### config.mk
export PLATFORM = sky130hd
export DESIGN_NAME = decimal_token_list_parser
export DESIGN_NICKNAME = d
export VERILOG_FILES = /design/src/rtl/core/dtlp_pkg.sv /design/src/rtl/core/decimal_token_list_parser.sv
export SDC_FILE = /design/constraint.sdc
export NUM_CORES = 1
export LEC_CHECK = 0
export ABC_CLOCK_PERIOD_IN_PS = 3950
export BUFFER_PORTS_ARGS = -buffer_cell sky130_fd_sc_hd__buf_2
export CAP_MARGIN = 20
export CORE_UTILIZATION = 35
export DETAILED_ROUTE_END_ITERATION = 10
export PLACE_DENSITY_LB_ADDON = 0.1
export SLEW_MARGIN = 10
export SYNTH_ARGS = -nofsm -noshare
export SYNTH_HDL_FRONTEND = slang
export SYNTH_SLANG_ARGS = --single-unit
export TNS_END_PERCENT = 1
### constraint.sdc
create_clock -name clk -period 3.95 [get_ports clk]
set_input_delay 1.185 -clock clk [delete_from_list [all_inputs] [get_ports clk]]
set_output_delay 1.185 -clock clk [all_outputs]
set_load 0.1 [all_outputs]
### src/rtl/core/dtlp_pkg.sv
// Shared constants and result word type for the decimal token list parser.
package dtlp_pkg;

	localparam int MaxTokensDefault = 65535;

	localparam logic [3:0] MaxTokenChars = 4'd11;
	localparam logic [3:0] LengthSat     = 4'd12;

	localparam logic [7:0] AsciiZero = 8'd48;
	localparam logic [7:0] AsciiNine = 8'd57;
	localparam logic [7:0] CharPlus  = 8'd43;
	localparam logic [7:0] CharMinus = 8'd45;
	localparam logic [7:0] SpaceCode = 8'd32;

	localparam logic [31:0] PosLimit = 32'h7FFF_FFFF;
	localparam logic [31:0] NegLimit = 32'h8000_0000;
	localparam logic [31:0] MagSat   = 32'hFFFF_FFFF;

	localparam int QueueDepth = 4;
	localparam int QueuePtrW  = $clog2(QueueDepth);

	typedef struct packed {
		logic signed [31:0] value;
		logic               token_ok;
		logic               is_final;
		logic [15:0]        token_count;
		logic               list_ok;
	} res_t;

endpackage

### src/rtl/core/decimal_token_list_parser.sv
// Top level: splits a character stream into tokens and converts each to int32.
//
// One character (or end marker) word is taken per cycle whenever in_ready is
// high. Token state (length, sign, magnitude, flags) sits in registers and is
// advanced by one shift-add multiply by ten and one compare per cycle; each
// finished token, and the summary on an end marker, is pushed into a
// four-word result queue that drives the output channel. An end marker that
// closes an open token pushes two words in the same cycle. in_ready drops
// while fewer than two queue slots are free, so a character word is taken
// every cycle as long as out_ready keeps up; the result of an accepted word
// is registered in the queue and is output after the words ahead of it.
module decimal_token_list_parser
	import dtlp_pkg::*;
#(
	parameter int MAX_TOKENS = MaxTokensDefault
) (
	input  logic               clk,
	input  logic               arst_n,
	input  logic               delimiter_we,
	input  logic [7:0]         delimiter_wdata,
	input  logic               in_valid,
	output logic               in_ready,
	input  logic [7:0]         char_code,
	input  logic               end_of_text,
	output logic               out_valid,
	input  logic               out_ready,
	output logic signed [31:0] value,
	output logic               token_ok,
	output logic               is_final,
	output logic [15:0]        token_count,
	output logic               list_ok
);

	localparam logic [15:0] MaxCount = 16'(MAX_TOKENS);

	logic [7:0]  delimiter_q;
	logic        in_token_q;
	logic [3:0]  token_length_q;
	logic        is_negative_q;
	logic [31:0] magnitude_q;
	logic        overflowed_q;
	logic        saw_bad_char_q;
	logic        saw_digit_q;
	logic [15:0] tokens_seen_q;
	logic        any_failure_q;

	logic        in_token_d;
	logic [3:0]  token_length_d;
	logic        is_negative_d;
	logic [31:0] magnitude_d;
	logic        overflowed_d;
	logic        saw_bad_char_d;
	logic        saw_digit_d;
	logic [15:0] tokens_seen_d;
	logic        any_failure_d;

	res_t                 queue_q [QueueDepth];
	logic [QueuePtrW-1:0] wr_ptr_q;
	logic [QueuePtrW-1:0] rd_ptr_q;
	logic [QueuePtrW:0]   fill_q;

	logic        accept;
	logic        pop;
	logic        is_digit;
	logic        is_sign;
	logic [35:0] mag_next;
	logic [31:0] limit;
	logic        tok_ok;
	logic [31:0] tok_value;
	logic [15:0] count_inc;
	res_t        tok_res;
	res_t        fin_res;
	res_t        push0;
	res_t        push1;
	logic [1:0]  n_push;

	assign accept    = in_valid && in_ready;
	assign out_valid = (fill_q != '0);
	assign pop       = out_valid && out_ready;
	assign in_ready  = (fill_q <= (QueuePtrW+1)'(QueueDepth - 2));

	assign is_digit = (char_code inside {[AsciiZero:AsciiNine]});
	assign is_sign  = (char_code == CharPlus) || (char_code == CharMinus);

	// magnitude * 10 + digit as (m << 3) + (m << 1) + d
	assign mag_next = ({4'b0000, magnitude_q} << 3) + ({4'b0000, magnitude_q} << 1)
		+ {32'd0, 4'(char_code - AsciiZero)};

	assign limit  = is_negative_q ? NegLimit : PosLimit;
	assign tok_ok = (token_length_q <= MaxTokenChars) && !saw_bad_char_q && saw_digit_q
		&& !overflowed_q && (magnitude_q <= limit);
	assign tok_value = !tok_ok ? 32'd0 : (is_negative_q ? (32'd0 - magnitude_q) : magnitude_q);
	assign count_inc = (tokens_seen_q < MaxCount) ? (tokens_seen_q + 16'd1) : tokens_seen_q;

	always_comb begin
		tok_res.value       = signed'(tok_value);
		tok_res.token_ok    = tok_ok;
		tok_res.is_final    = 1'b0;
		tok_res.token_count = count_inc;
		tok_res.list_ok     = 1'b0;

		fin_res.value       = '0;
		fin_res.token_ok    = 1'b0;
		fin_res.is_final    = 1'b1;
		fin_res.token_count = in_token_q ? count_inc : tokens_seen_q;
		fin_res.list_ok     = in_token_q ? ((count_inc != '0) && !any_failure_q && tok_ok)
			: ((tokens_seen_q != '0) && !any_failure_q);
	end

	always_comb begin
		in_token_d     = in_token_q;
		token_length_d = token_length_q;
		is_negative_d  = is_negative_q;
		magnitude_d    = magnitude_q;
		overflowed_d   = overflowed_q;
		saw_bad_char_d = saw_bad_char_q;
		saw_digit_d    = saw_digit_q;
		tokens_seen_d  = tokens_seen_q;
		any_failure_d  = any_failure_q;
		push0          = tok_res;
		push1          = fin_res;
		n_push         = 2'd0;

		if (end_of_text || (char_code == delimiter_q)) begin
			// close the open token, if any
			if (in_token_q) begin
				tokens_seen_d = count_inc;
				any_failure_d = any_failure_q || !tok_ok;
			end
			in_token_d     = 1'b0;
			token_length_d = '0;
			is_negative_d  = 1'b0;
			magnitude_d    = '0;
			overflowed_d   = 1'b0;
			saw_bad_char_d = 1'b0;
			saw_digit_d    = 1'b0;
			if (end_of_text) begin
				tokens_seen_d = '0;
				any_failure_d = 1'b0;
				if (in_token_q) begin
					n_push = 2'd2;
				end else begin
					push0  = fin_res;
					n_push = 2'd1;
				end
			end else if (in_token_q) begin
				n_push = 2'd1;
			end
		end else begin
			in_token_d = 1'b1;
			if (token_length_q < LengthSat) begin
				token_length_d = token_length_q + 4'd1;
			end
			if ((token_length_q == '0) && is_sign) begin
				is_negative_d = (char_code == CharMinus);
			end else if (is_digit) begin
				saw_digit_d = 1'b1;
				if (mag_next[35:32] != 4'b0000) begin
					magnitude_d  = MagSat;
					overflowed_d = 1'b1;
				end else begin
					magnitude_d = mag_next[31:0];
				end
			end else begin
				saw_bad_char_d = 1'b1;
			end
		end
	end

	always_ff @(posedge clk or negedge arst_n) begin
		if (!arst_n) begin
			delimiter_q    <= SpaceCode;
			in_token_q     <= 1'b0;
			token_length_q <= '0;
			is_negative_q  <= 1'b0;
			magnitude_q    <= '0;
			overflowed_q   <= 1'b0;
			saw_bad_char_q <= 1'b0;
			saw_digit_q    <= 1'b0;
			tokens_seen_q  <= '0;
			any_failure_q  <= 1'b0;
			wr_ptr_q       <= '0;
			rd_ptr_q       <= '0;
			fill_q         <= '0;
		end else begin
			if (delimiter_we) begin
				delimiter_q <= delimiter_wdata;
			end
			if (accept) begin
				in_token_q     <= in_token_d;
				token_length_q <= token_length_d;
				is_negative_q  <= is_negative_d;
				magnitude_q    <= magnitude_d;
				overflowed_q   <= overflowed_d;
				saw_bad_char_q <= saw_bad_char_d;
				saw_digit_q    <= saw_digit_d;
				tokens_seen_q  <= tokens_seen_d;
				any_failure_q  <= any_failure_d;
				wr_ptr_q       <= wr_ptr_q + QueuePtrW'(n_push);
			end
			if (pop) begin
				rd_ptr_q <= rd_ptr_q + 1'b1;
			end
			fill_q <= fill_q + (accept ? (QueuePtrW+1)'(n_push) : '0)
				- (pop ? (QueuePtrW+1)'(1) : '0);
		end
	end

	always_ff @(posedge clk) begin
		if (accept && (n_push != 2'd0)) begin
			queue_q[wr_ptr_q] <= push0;
			if (n_push == 2'd2) begin
				queue_q[wr_ptr_q + 1'b1] <= push1;
			end
		end
	end

	assign value       = queue_q[rd_ptr_q].value;
	assign token_ok    = queue_q[rd_ptr_q].token_ok;
	assign is_final    = queue_q[rd_ptr_q].is_final;
	assign token_count = queue_q[rd_ptr_q].token_count;
	assign list_ok     = queue_q[rd_ptr_q].list_ok;

endmodule
== Word level (Yosys, flattened, before mapping) ==
Memories as Yosys holds them, arrays and structs flattened.
Cells that the tools add are included.
Storage, ports and cells
  flip-flop bits (word level): 73
  memory bits (writable): 204
  input port bits: 22
  output and inout bits: 53
  logic and storage cells: 117
  memories kept: 1
Operators by class
  $add $sub $neg: 11
  magnitude comparators: 7
  equal/unequal tests: 6
  muxes and demuxes: 42
  reduce and logical (&&, ||, !) cells: 37
Memories
  queue_q: words 4, width 51, read ports 1, clocked after Yosys merged registers in 0, wr ports 2, RTL line decimal_token_list_parser.sv:57  | res_t queue_q [QueueDepth];
Operators with widths (number)
  two-way mux 32 bit: 7
  two-way mux 51 bit: 3
  two-way mux 16 bit: 3
  adder 35 x 33 -> 36 bit: 1
  adder 36 x 4 -> 36 bit: 1
  less-or-equal comparator 32 bit: 1
  nonzero test 16 bit: 2
  subtractor 1 x 32 -> 32 bit (first input constant): 1
  two-way mux 1 bit: 23
  adder 16 x 1 -> 16 bit (second input constant): 1
  == test 8 x 6 -> 1 bit (second input constant): 2
  less-than comparator 16 bit (second input constant): 1
  logical AND 1 bit: 12
  nonzero test 2 bit: 6
  AND reduction 3 bit: 3
  == test 8 bit: 1
  >= comparator 8 x 6 -> 1 bit (second input constant): 1
  less-or-equal comparator 8 x 6 -> 1 bit (second input constant): 1
  two-way mux 2 bit: 4
  two-way mux 4 bit: 2
  AND reduction 2 bit: 3
  adder 2 x 1 -> 2 bit (second input constant): 2
  adder 4 x 1 -> 4 bit (second input constant): 1
  less-or-equal comparator 4 bit (second input constant): 1
  other kinds (15): 20

== Depth between registers and ports, before layout ==
Gate-level depths: netlist of run 1.
  depth after elaboration: 10
  gate-level depth with buffers: 15
  depth with buffers taken out: 13

== Least setup slack after synthesis of run 1 ==
Ideal clock, no wire load.
  path kind: flip-flop to flip-flop
  start: reg fill_q[0]
  end: mem queue_q[2][12] (netlist bit) (data pin)
  setup time: 154 ps
  arrival time: 4264 ps
  required time: 3796 ps
  slack: -468 ps
  cell stages (with the launch flop): 10
  buffers on the path: 1
  period minus slack after synthesis: 4418 ps
  cell sequence: dfrtp_1 -> a21oi_1 -> nand2_1 -> o31ai_1 -> nand3_1 -> and2_1 -> clkbuf_1 -> inv_1 -> o21ai_0 -> o22ai_1
RTL lines
  start: declaration: RTL line decimal_token_list_parser.sv:60  | logic [QueuePtrW:0] fill_q;
  start signal: assignment: RTL line decimal_token_list_parser.sv:204  | fill_q <= fill_q + (accept ? (QueuePtrW+1)'(n_push) : '0)
  end: declaration: RTL line decimal_token_list_parser.sv:57

== Final worst setup path of run 1 ==
  start: in char_code[3]
  end: reg magnitude_q[28]
Between the ends
  longest elaborated chain between the ends: 7
  elaborated cells on any way between the ends: 19
  those cells by class: add/sub (2); order compare (2); eq/ne (4); mux (4); reduce/logical (7)
RTL lines
  start: declaration: RTL line decimal_token_list_parser.sv:23  | input logic [7:0] char_code,
  subtractor 4 x 1 -> 4 bit: RTL line decimal_token_list_parser.sv:87  | + {32'd0, 4'(char_code - AsciiZero)};
  adder 36 x 4 -> 36 bit: RTL line decimal_token_list_parser.sv:87
  nonzero test 4 bit: RTL line decimal_token_list_parser.sv:158  | if (mag_next[35:32] != 4'b0000) begin
  two-way mux 32 bit: RTL line decimal_token_list_parser.sv:158
  two-way mux 32 bit: RTL line decimal_token_list_parser.sv:156  | end else if (is_digit) begin
  two-way mux 32 bit: RTL line decimal_token_list_parser.sv:154  | if ((token_length_q == '0) && is_sign) begin
  two-way mux 32 bit: RTL line decimal_token_list_parser.sv:124  | if (end_of_text || (char_code == delimiter_q)) begin
  end signal: assignment: RTL line decimal_token_list_parser.sv:193  | magnitude_q <= magnitude_d;
  end: declaration: RTL line decimal_token_list_parser.sv:40  | logic [31:0] magnitude_q;
Several ways; a longest one is shown, not always the timed one. The select of a mux whose other input is x is not followed.
A chain may end at the register's enable or synchronous reset.

==> results of run 1 <==
-- flip-flops by register name (all words and copies together), names as in the netlist --
register / count
queue_q: 204
magnitude_q: 32
tokens_seen_q: 16
delimiter_q: 8
token_length_q: 4
fill_q: 3
rd_ptr_q: 2
wr_ptr_q: 2
any_failure_q: 1
in_token_q: 1
is_negative_q: 1
overflowed_q: 1
saw_bad_char_q: 1
saw_digit_q: 1
-- cell type report --
class / instances / area share (%)
sequential: 277 / 34.4
inverter: 41 / 0.821
timing repair buffer: 198 / 7.37
multi-input combinational: 1182 / 46.9
tap: 600 / 3.91
clock buffer: 46 / 5.25
clock inverter: 18 / 1.37
-- logic make-up (layout without fill, tap and decap cells) --
| group | after synthesis | after routing |
|---|---|---|
| adder cells (fa/ha/maj) | 111 | 111 |
| buffers and inverters | 139 | 303 |
| multiplexers | 75 | 75 |
| XOR/XNOR | 79 | 79 |
| AO/OA/AOI/OAI | 498 | 498 |
| AND/OR/NAND/NOR | 419 | 419 |
| flip-flops | 277 | 277 |
-- per-stage QoR --
| stage | setup TNS, ns | total power, mW | instance area, µm² |
|---|---|---|---|
| 2_1_floorplan | -3.68 | 12.0 | 16100 |
| 3_3_place_gp | -9.54 | 15.0 | 17900 |
| 3_5_place_dp | -9.88 | 15.0 | 17900 |
| 4_1_cts | 0 | 18.6 | 19200 |
| 5_1_grt | 0 | 19.9 | 19200 |
| 6_report | 0 | 18.5 | 19200 |
-- synthesized netlist by cell type, types with 11 or more instances --
library cell,instances,area share (%)
nand4_1,23,0.90
o21ai_0,93,2.9
xnor2_1,29,1.6
edfxtp_1,68,13
a22o_1,97,5.3
a21oi_1,77,2.4
ha_1,108,8.4
buf_2,11,0.34
a21o_1,27,1.3
nand3_1,19,0.59
o21ai_1,12,0.37
nand2_1,176,4.1
mux4_2,51,7.2
dfxtp_1,136,17
a31oi_1,15,0.58
nor3_1,20,0.62
xor2_1,50,2.7
a221o_1,24,1.5
inv_1,37,0.86
nor2_1,104,2.4
mux2i_1,14,0.87
dfrtp_1,72,11
nor4_1,13,0.51
clkbuf_1,77,1.8
o31ai_1,40,1.9
o22ai_1,43,1.7
-- final timing paths --
| kind | cells past startpoint | end | start |
|---|---|---|---|
| worst min-delay path | 2 | queue_q[2][18] | queue_q[2][18] |
| worst max register to register | 12 | magnitude_q[28] | magnitude_q[14] |
| worst min register to register | 2 | queue_q[2][18] | queue_q[2][18] |
| min in group asynchronous | 1 | magnitude_q[13] | arst_n |
| max in group asynchronous | 2 | magnitude_q[28] | arst_n |
| worst max-delay path | 14 | magnitude_q[28] | char_code[3] |
-- worst reg2reg max path: cells and delay by family (launching register included) --
family / cells / cell delay [ns]
compound gates: 4 / 1.03
fa+ha+maj: 2 / 0.74
buf+inv: 1 / 0.20
flops: 1 / 0.49
mux: 1 / 0.21
simple gates: 4 / 0.85
-- cells in the final DEF, fill, tap and decap left out, drive strengths merged, types with 68 or more instances in the layout --
| cell type | instances |
|---|---|
| nand2 | 176 |
| a21oi | 77 |
| dfrtp | 72 |
| dfxtp | 136 |
| edfxtp | 68 |
| ha | 108 |
| o21ai | 105 |
| buf | 198 |
| nor2 | 104 |
| a22o | 97 |
-- report_power, final --
group	internal, mW	switching (mW)
Clock	2.15	1.36
Combinational	3.95	6.67
Sequential	3.59	0.789
-- per-layer routing --
layer,part of all wire [%],up-vias
li1,-,6359
met1,48,6506
met2,45,331
met3,4.9,50
met4,2.1,0
met5,0,-
-- what timing repair did --
action / in CTS / in global routing
setup endpoints to repair: 0 / 24
gates resized for setup: 0 / 2
endpoints found under the hold margin: 0 / 0
==> flow_summary.toml, run 1 <==
[drt]
vias = 13246
wl_per_cell_um = 21.0
firstDrtPassIters = 7
drt_iter0_drc = 1003
finalWirelength_um = 49600
avgViaCountPerCell = 5.61
ant_nets = 0
drc = 0

[cells_and_area]
n_antenna_cell = 0
fill_cells = 4473
multi_input_area_um2 = 9010
drive_gt1_share_pct = 20.3
final_core_util_pct = 42.4
nets = 1868
area_growth_pct = 19.6
seqCellArea_um2 = 6600
final_cells = 2362

[clocking]
cts_root_buf = "clkbuf_16"
clkTransAtPathRegs_ns = 0.06
hold_buffers = 0
postCtsSetupBuffers = 0
tritoncts = "built"
cts_made_buffers = 35
clock_sinks = 277
h-tree-depth = 2
clkLatencyLatePin_ns = 0.57
clockBufferDepth = 3

[worst_setup_path]
cp-end-kind = "register"
worstPathMaxFanout = 14
cp_slowest_cell = "fa_1"
path_buf_inv = 3
path_class = "input pin to register"
cpPeakStageDelay_ns = 0.52
path_delay_family = "compound AO/OA/AOI/OAI gates"
worst_ep_arrival_time_ns = 4.19
cp-start-kind = "input pin"
rrSetupSlack_ns = 0.32
cp_cell_sequence = "buf_2, fa_1, inv_1, fa_2, nor2b_2, o2111ai_2, a2111oi_2, o31a_1, o41a_1, and3_1, nand3_2, and2_1, buf_4, a221o_1"
cp.required_ns = 4.38

[logic_synthesis]
synth-seq-cells = 277
synth-xor-area-share_pct = 4.31
synth_compound_area_share_pct = 21.8
mappedNetlistArea_um2 = 16100
syn_avg_cell_area_um2 = 10.0
synth_cell_types = 73
synth_seq_area_share_pct = 41.1
synth-async-reset-ratio_pct = 26.4
synth_nets = 1731
yosys-mux-area-fraction_pct = 8.73
synthFlopType = "dfxtp_1"
synth_edf_count = 68
yosys_warnings = 0
synthSimpleGateAreaFrac_pct = 12.0
synth_top_family_by_area = "compound AO/OA/AOI/OAI gates"
synth_fa_ha_area_share_pct = 8.79
netlist_instances = 1598

[grt]
grt-ovfl-total = 0
use_met3_pct = 3.07
grt_pass1_vias = 13064
grt_use_met1_pct = 30.6
antenna_found_initial = 0
grt_use_total_pct = 21.3
use_met2_pct = 33.4
grt_pass1_wl_um = 77700
grt_max_degree = 45
busiest_layer = "met2"

[sta]
skew_ns = 0.0253
maxSlewHeadroom_pct = 50.0
rsz0062_at_grt = "no"
final_hold_viol_count = 0
holdWs_ns = 0.440
max_freq_mhz = 266
drv_slew = 0
tightest_slew_ns = 0.750
worst_slack_ns = 0.188
setup_viol = 0
fin_crit_sh_pct = 95.2
min_period_ns = 3.76

[power_and_ir_drop]
power.leakage_nw = 7.88
ir_drop_v = 0.000553
cellPowerDensity_nw_per_um2 = 964

[floorplan]
die-width_um = 216
io_pins = 75
row_count = 78
core_area_um2 = 45300
start_util_pct = 35.5
die-height_um = 216
dieArea_um2 = 46700

[outcome]
status = "complete, no violations"

[job]
max-cap-violations = 0

[placement]
gp_congestion = 0.908
placedCellCount = 2298
dp_hpwl_um = 35600
pre_cts_slack_ns = -0.368
io_buffers = 74

[worst_hold_path]
hp-class = "register to register"
Note: power is estimated with default switching activity, not from simulation.
==> inputs of run 2 (changes only) <==
==> constraint.sdc (replaced) <==
create_clock -name clk -period 3.95 [get_ports clk]
set_input_delay 0.79 -clock clk [delete_from_list [all_inputs] [get_ports clk]]
set_output_delay 0.79 -clock clk [all_outputs]
set_load 0.1 [all_outputs]
==> flow_summary.toml, run 2 (synthesized netlist as in run 1, its figures left out) <==
[power_and_ir_drop]
power.leakage_nw = 7.73
ir_drop_v = 0.000576
cellPowerDensity_nw_per_um2 = 956

[floorplan]
die-width_um = 216
start_util_pct = 35.5
row_count = 78
dieArea_um2 = 46700
core_area_um2 = 45300
die-height_um = 216
io_pins = 75

[sta]
rsz0062_at_grt = "no"
skew_ns = 0.0282
tightest_slew_ns = 0.848
tns_ns = 0
final_hold_viol_count = 0
drv_slew = 0
maxSlewHeadroom_pct = 43.2
max_freq_mhz = 272
min_period_ns = 3.67
worst_slack_ns = 0.275
holdWs_ns = 0.233
setup_viol = 0
fin_crit_sh_pct = 93.0

[worst_setup_path]
cp_slowest_cell = "dfrtp_1"
cp-start-kind = "register"
cp-end-kind = "register"
path_buf_inv = 1
cpPeakStageDelay_ns = 0.48
path_delay_family = "compound AO/OA/AOI/OAI gates"
cp_cell_sequence = "ha_1, ha_1, nand4_1, or3_1, a2111oi_2, o311a_1, a211o_1, mux2i_1, nand3_2, and2_1, buf_12, a221o_1"
path_class = "register to register"
worstPathMaxFanout = 19
cp.required_ns = 4.36
worst_ep_arrival_time_ns = 4.09
cpMostUsedCell = "ha_1"

[grt]
antenna_found_initial = 0
grt_pass1_vias = 13317
grt_pass1_wl_um = 78000
grt_use_total_pct = 21.3
grt-ovfl-total = 0
grt_max_degree = 35

[drt]
finalWirelength_um = 49200
firstDrtPassIters = 5
drt_iter0_drc = 1068
drc = 0
wl_per_cell_um = 21.0
vias = 13306
ant_nets = 0
avgViaCountPerCell = 5.68

[cells_and_area]
nets = 1847
top_register = "queue_q"
n_antenna_cell = 0
drive_gt1_share_pct = 18.5
largest_register_ffs = 204
area_growth_pct = 17.5
fill_cells = 4486
reg_top3 = "queue_q x204, magnitude_q x32, tokens_seen_q x16"
final_cells = 2341
final_cell_mix = "nand2_1, dfxtp_1, ha_1, nor2_1, buf_4"
final_common_cell = "nand2_1"

[placement]
io_buffers = 74
pre_cts_slack_ns = -0.179
dp_hpwl_um = 34800
placedCellCount = 2277
gp_congestion = 0.866

[clocking]
clockBufferDepth = 3
clkLatencyLatePin_ns = 0.55
cts_made_buffers = 35
clkTransAtPathRegs_ns = 0.05
cts_root_buf = "clkbuf_16"
tritoncts = "built"
postCtsSetupBuffers = 0
clock_sinks = 277
h-tree-depth = 2

[job]
max-cap-violations = 0

[outcome]
status = "complete, no violations"

[worst_hold_path]
hp-class = "input pin to asynchronous set/reset pin"
[run 2: routing by layer]
metal	part of all wire (%)	up-vias	GRT usage [%]
met2	45	333	33.7
met4	2.3	0	5.94
met3	5.0	65	3.47
met1	47	6599	30.0
met5	0	-	0
li1	-	6309	-
[run 2: worst paths after layout]
kind	from	end	slack (ns)	cells past startpoint
worst max-delay path	magnitude_q[18]	magnitude_q[29]	0.28	12
worst min-delay path	arst_n	magnitude_q[21]	0.23	1
worst max register to register	magnitude_q[18]	magnitude_q[29]	0.28	12
worst min register to register	queue_q[2][18]	queue_q[2][18]	0.45	2
max in group asynchronous	arst_n	delimiter_q[5]	2.91	2
min in group clk	queue_q[2][18]	queue_q[2][18]	0.45	2
[run 2: metrics by stage]
stage / util (%) / cell area [µm²] / power, mW
floorplan: - / 16100 / 11.9
global placement: 39.1 / 17700 / 14.8
detailed placement: 39.1 / 17700 / 14.8
CTS: 41.7 / 18900 / 18.2
global route: 41.7 / 18900 / 19.4
finish: 41.7 / 18900 / 18.0
[run 2: worst register-to-register path, delay by kind of cell (launching register included)]
kind            cells  cell delay (ns)
fa+ha+maj           2             0.75
compound gates      4             1.02
mux                 1             0.21
flops               1             0.48
buf+inv             1             0.17
simple gates        4             0.90
[run 2: repair_timing]
action | CTS | global route
resized for setup | 0 | 1
hold buffers | 0 | 0
endpoints found under the setup margin | 0 | 24
[run 2: where the power goes]
group	leakage, nW	internal [mW]	total, mW	switching (mW)
clock	0.566	1.96	3.25	1.29
sequential	2.57	3.59	4.37	0.775
combinational	4.59	3.80	10.4	6.61
[run 2: area by class of cell]
type,instances,area (µm²),share of cell area (%)
Clock buffer,50,993,5.27
Clock inverter,14,163,0.862
Inverter,41,154,0.816
Multi-Input combinational cell,1182,9000,47.7
Sequential cell,277,6600,35.0
Tap cell,600,751,3.98
Timing Repair Buffer,177,1210,6.41
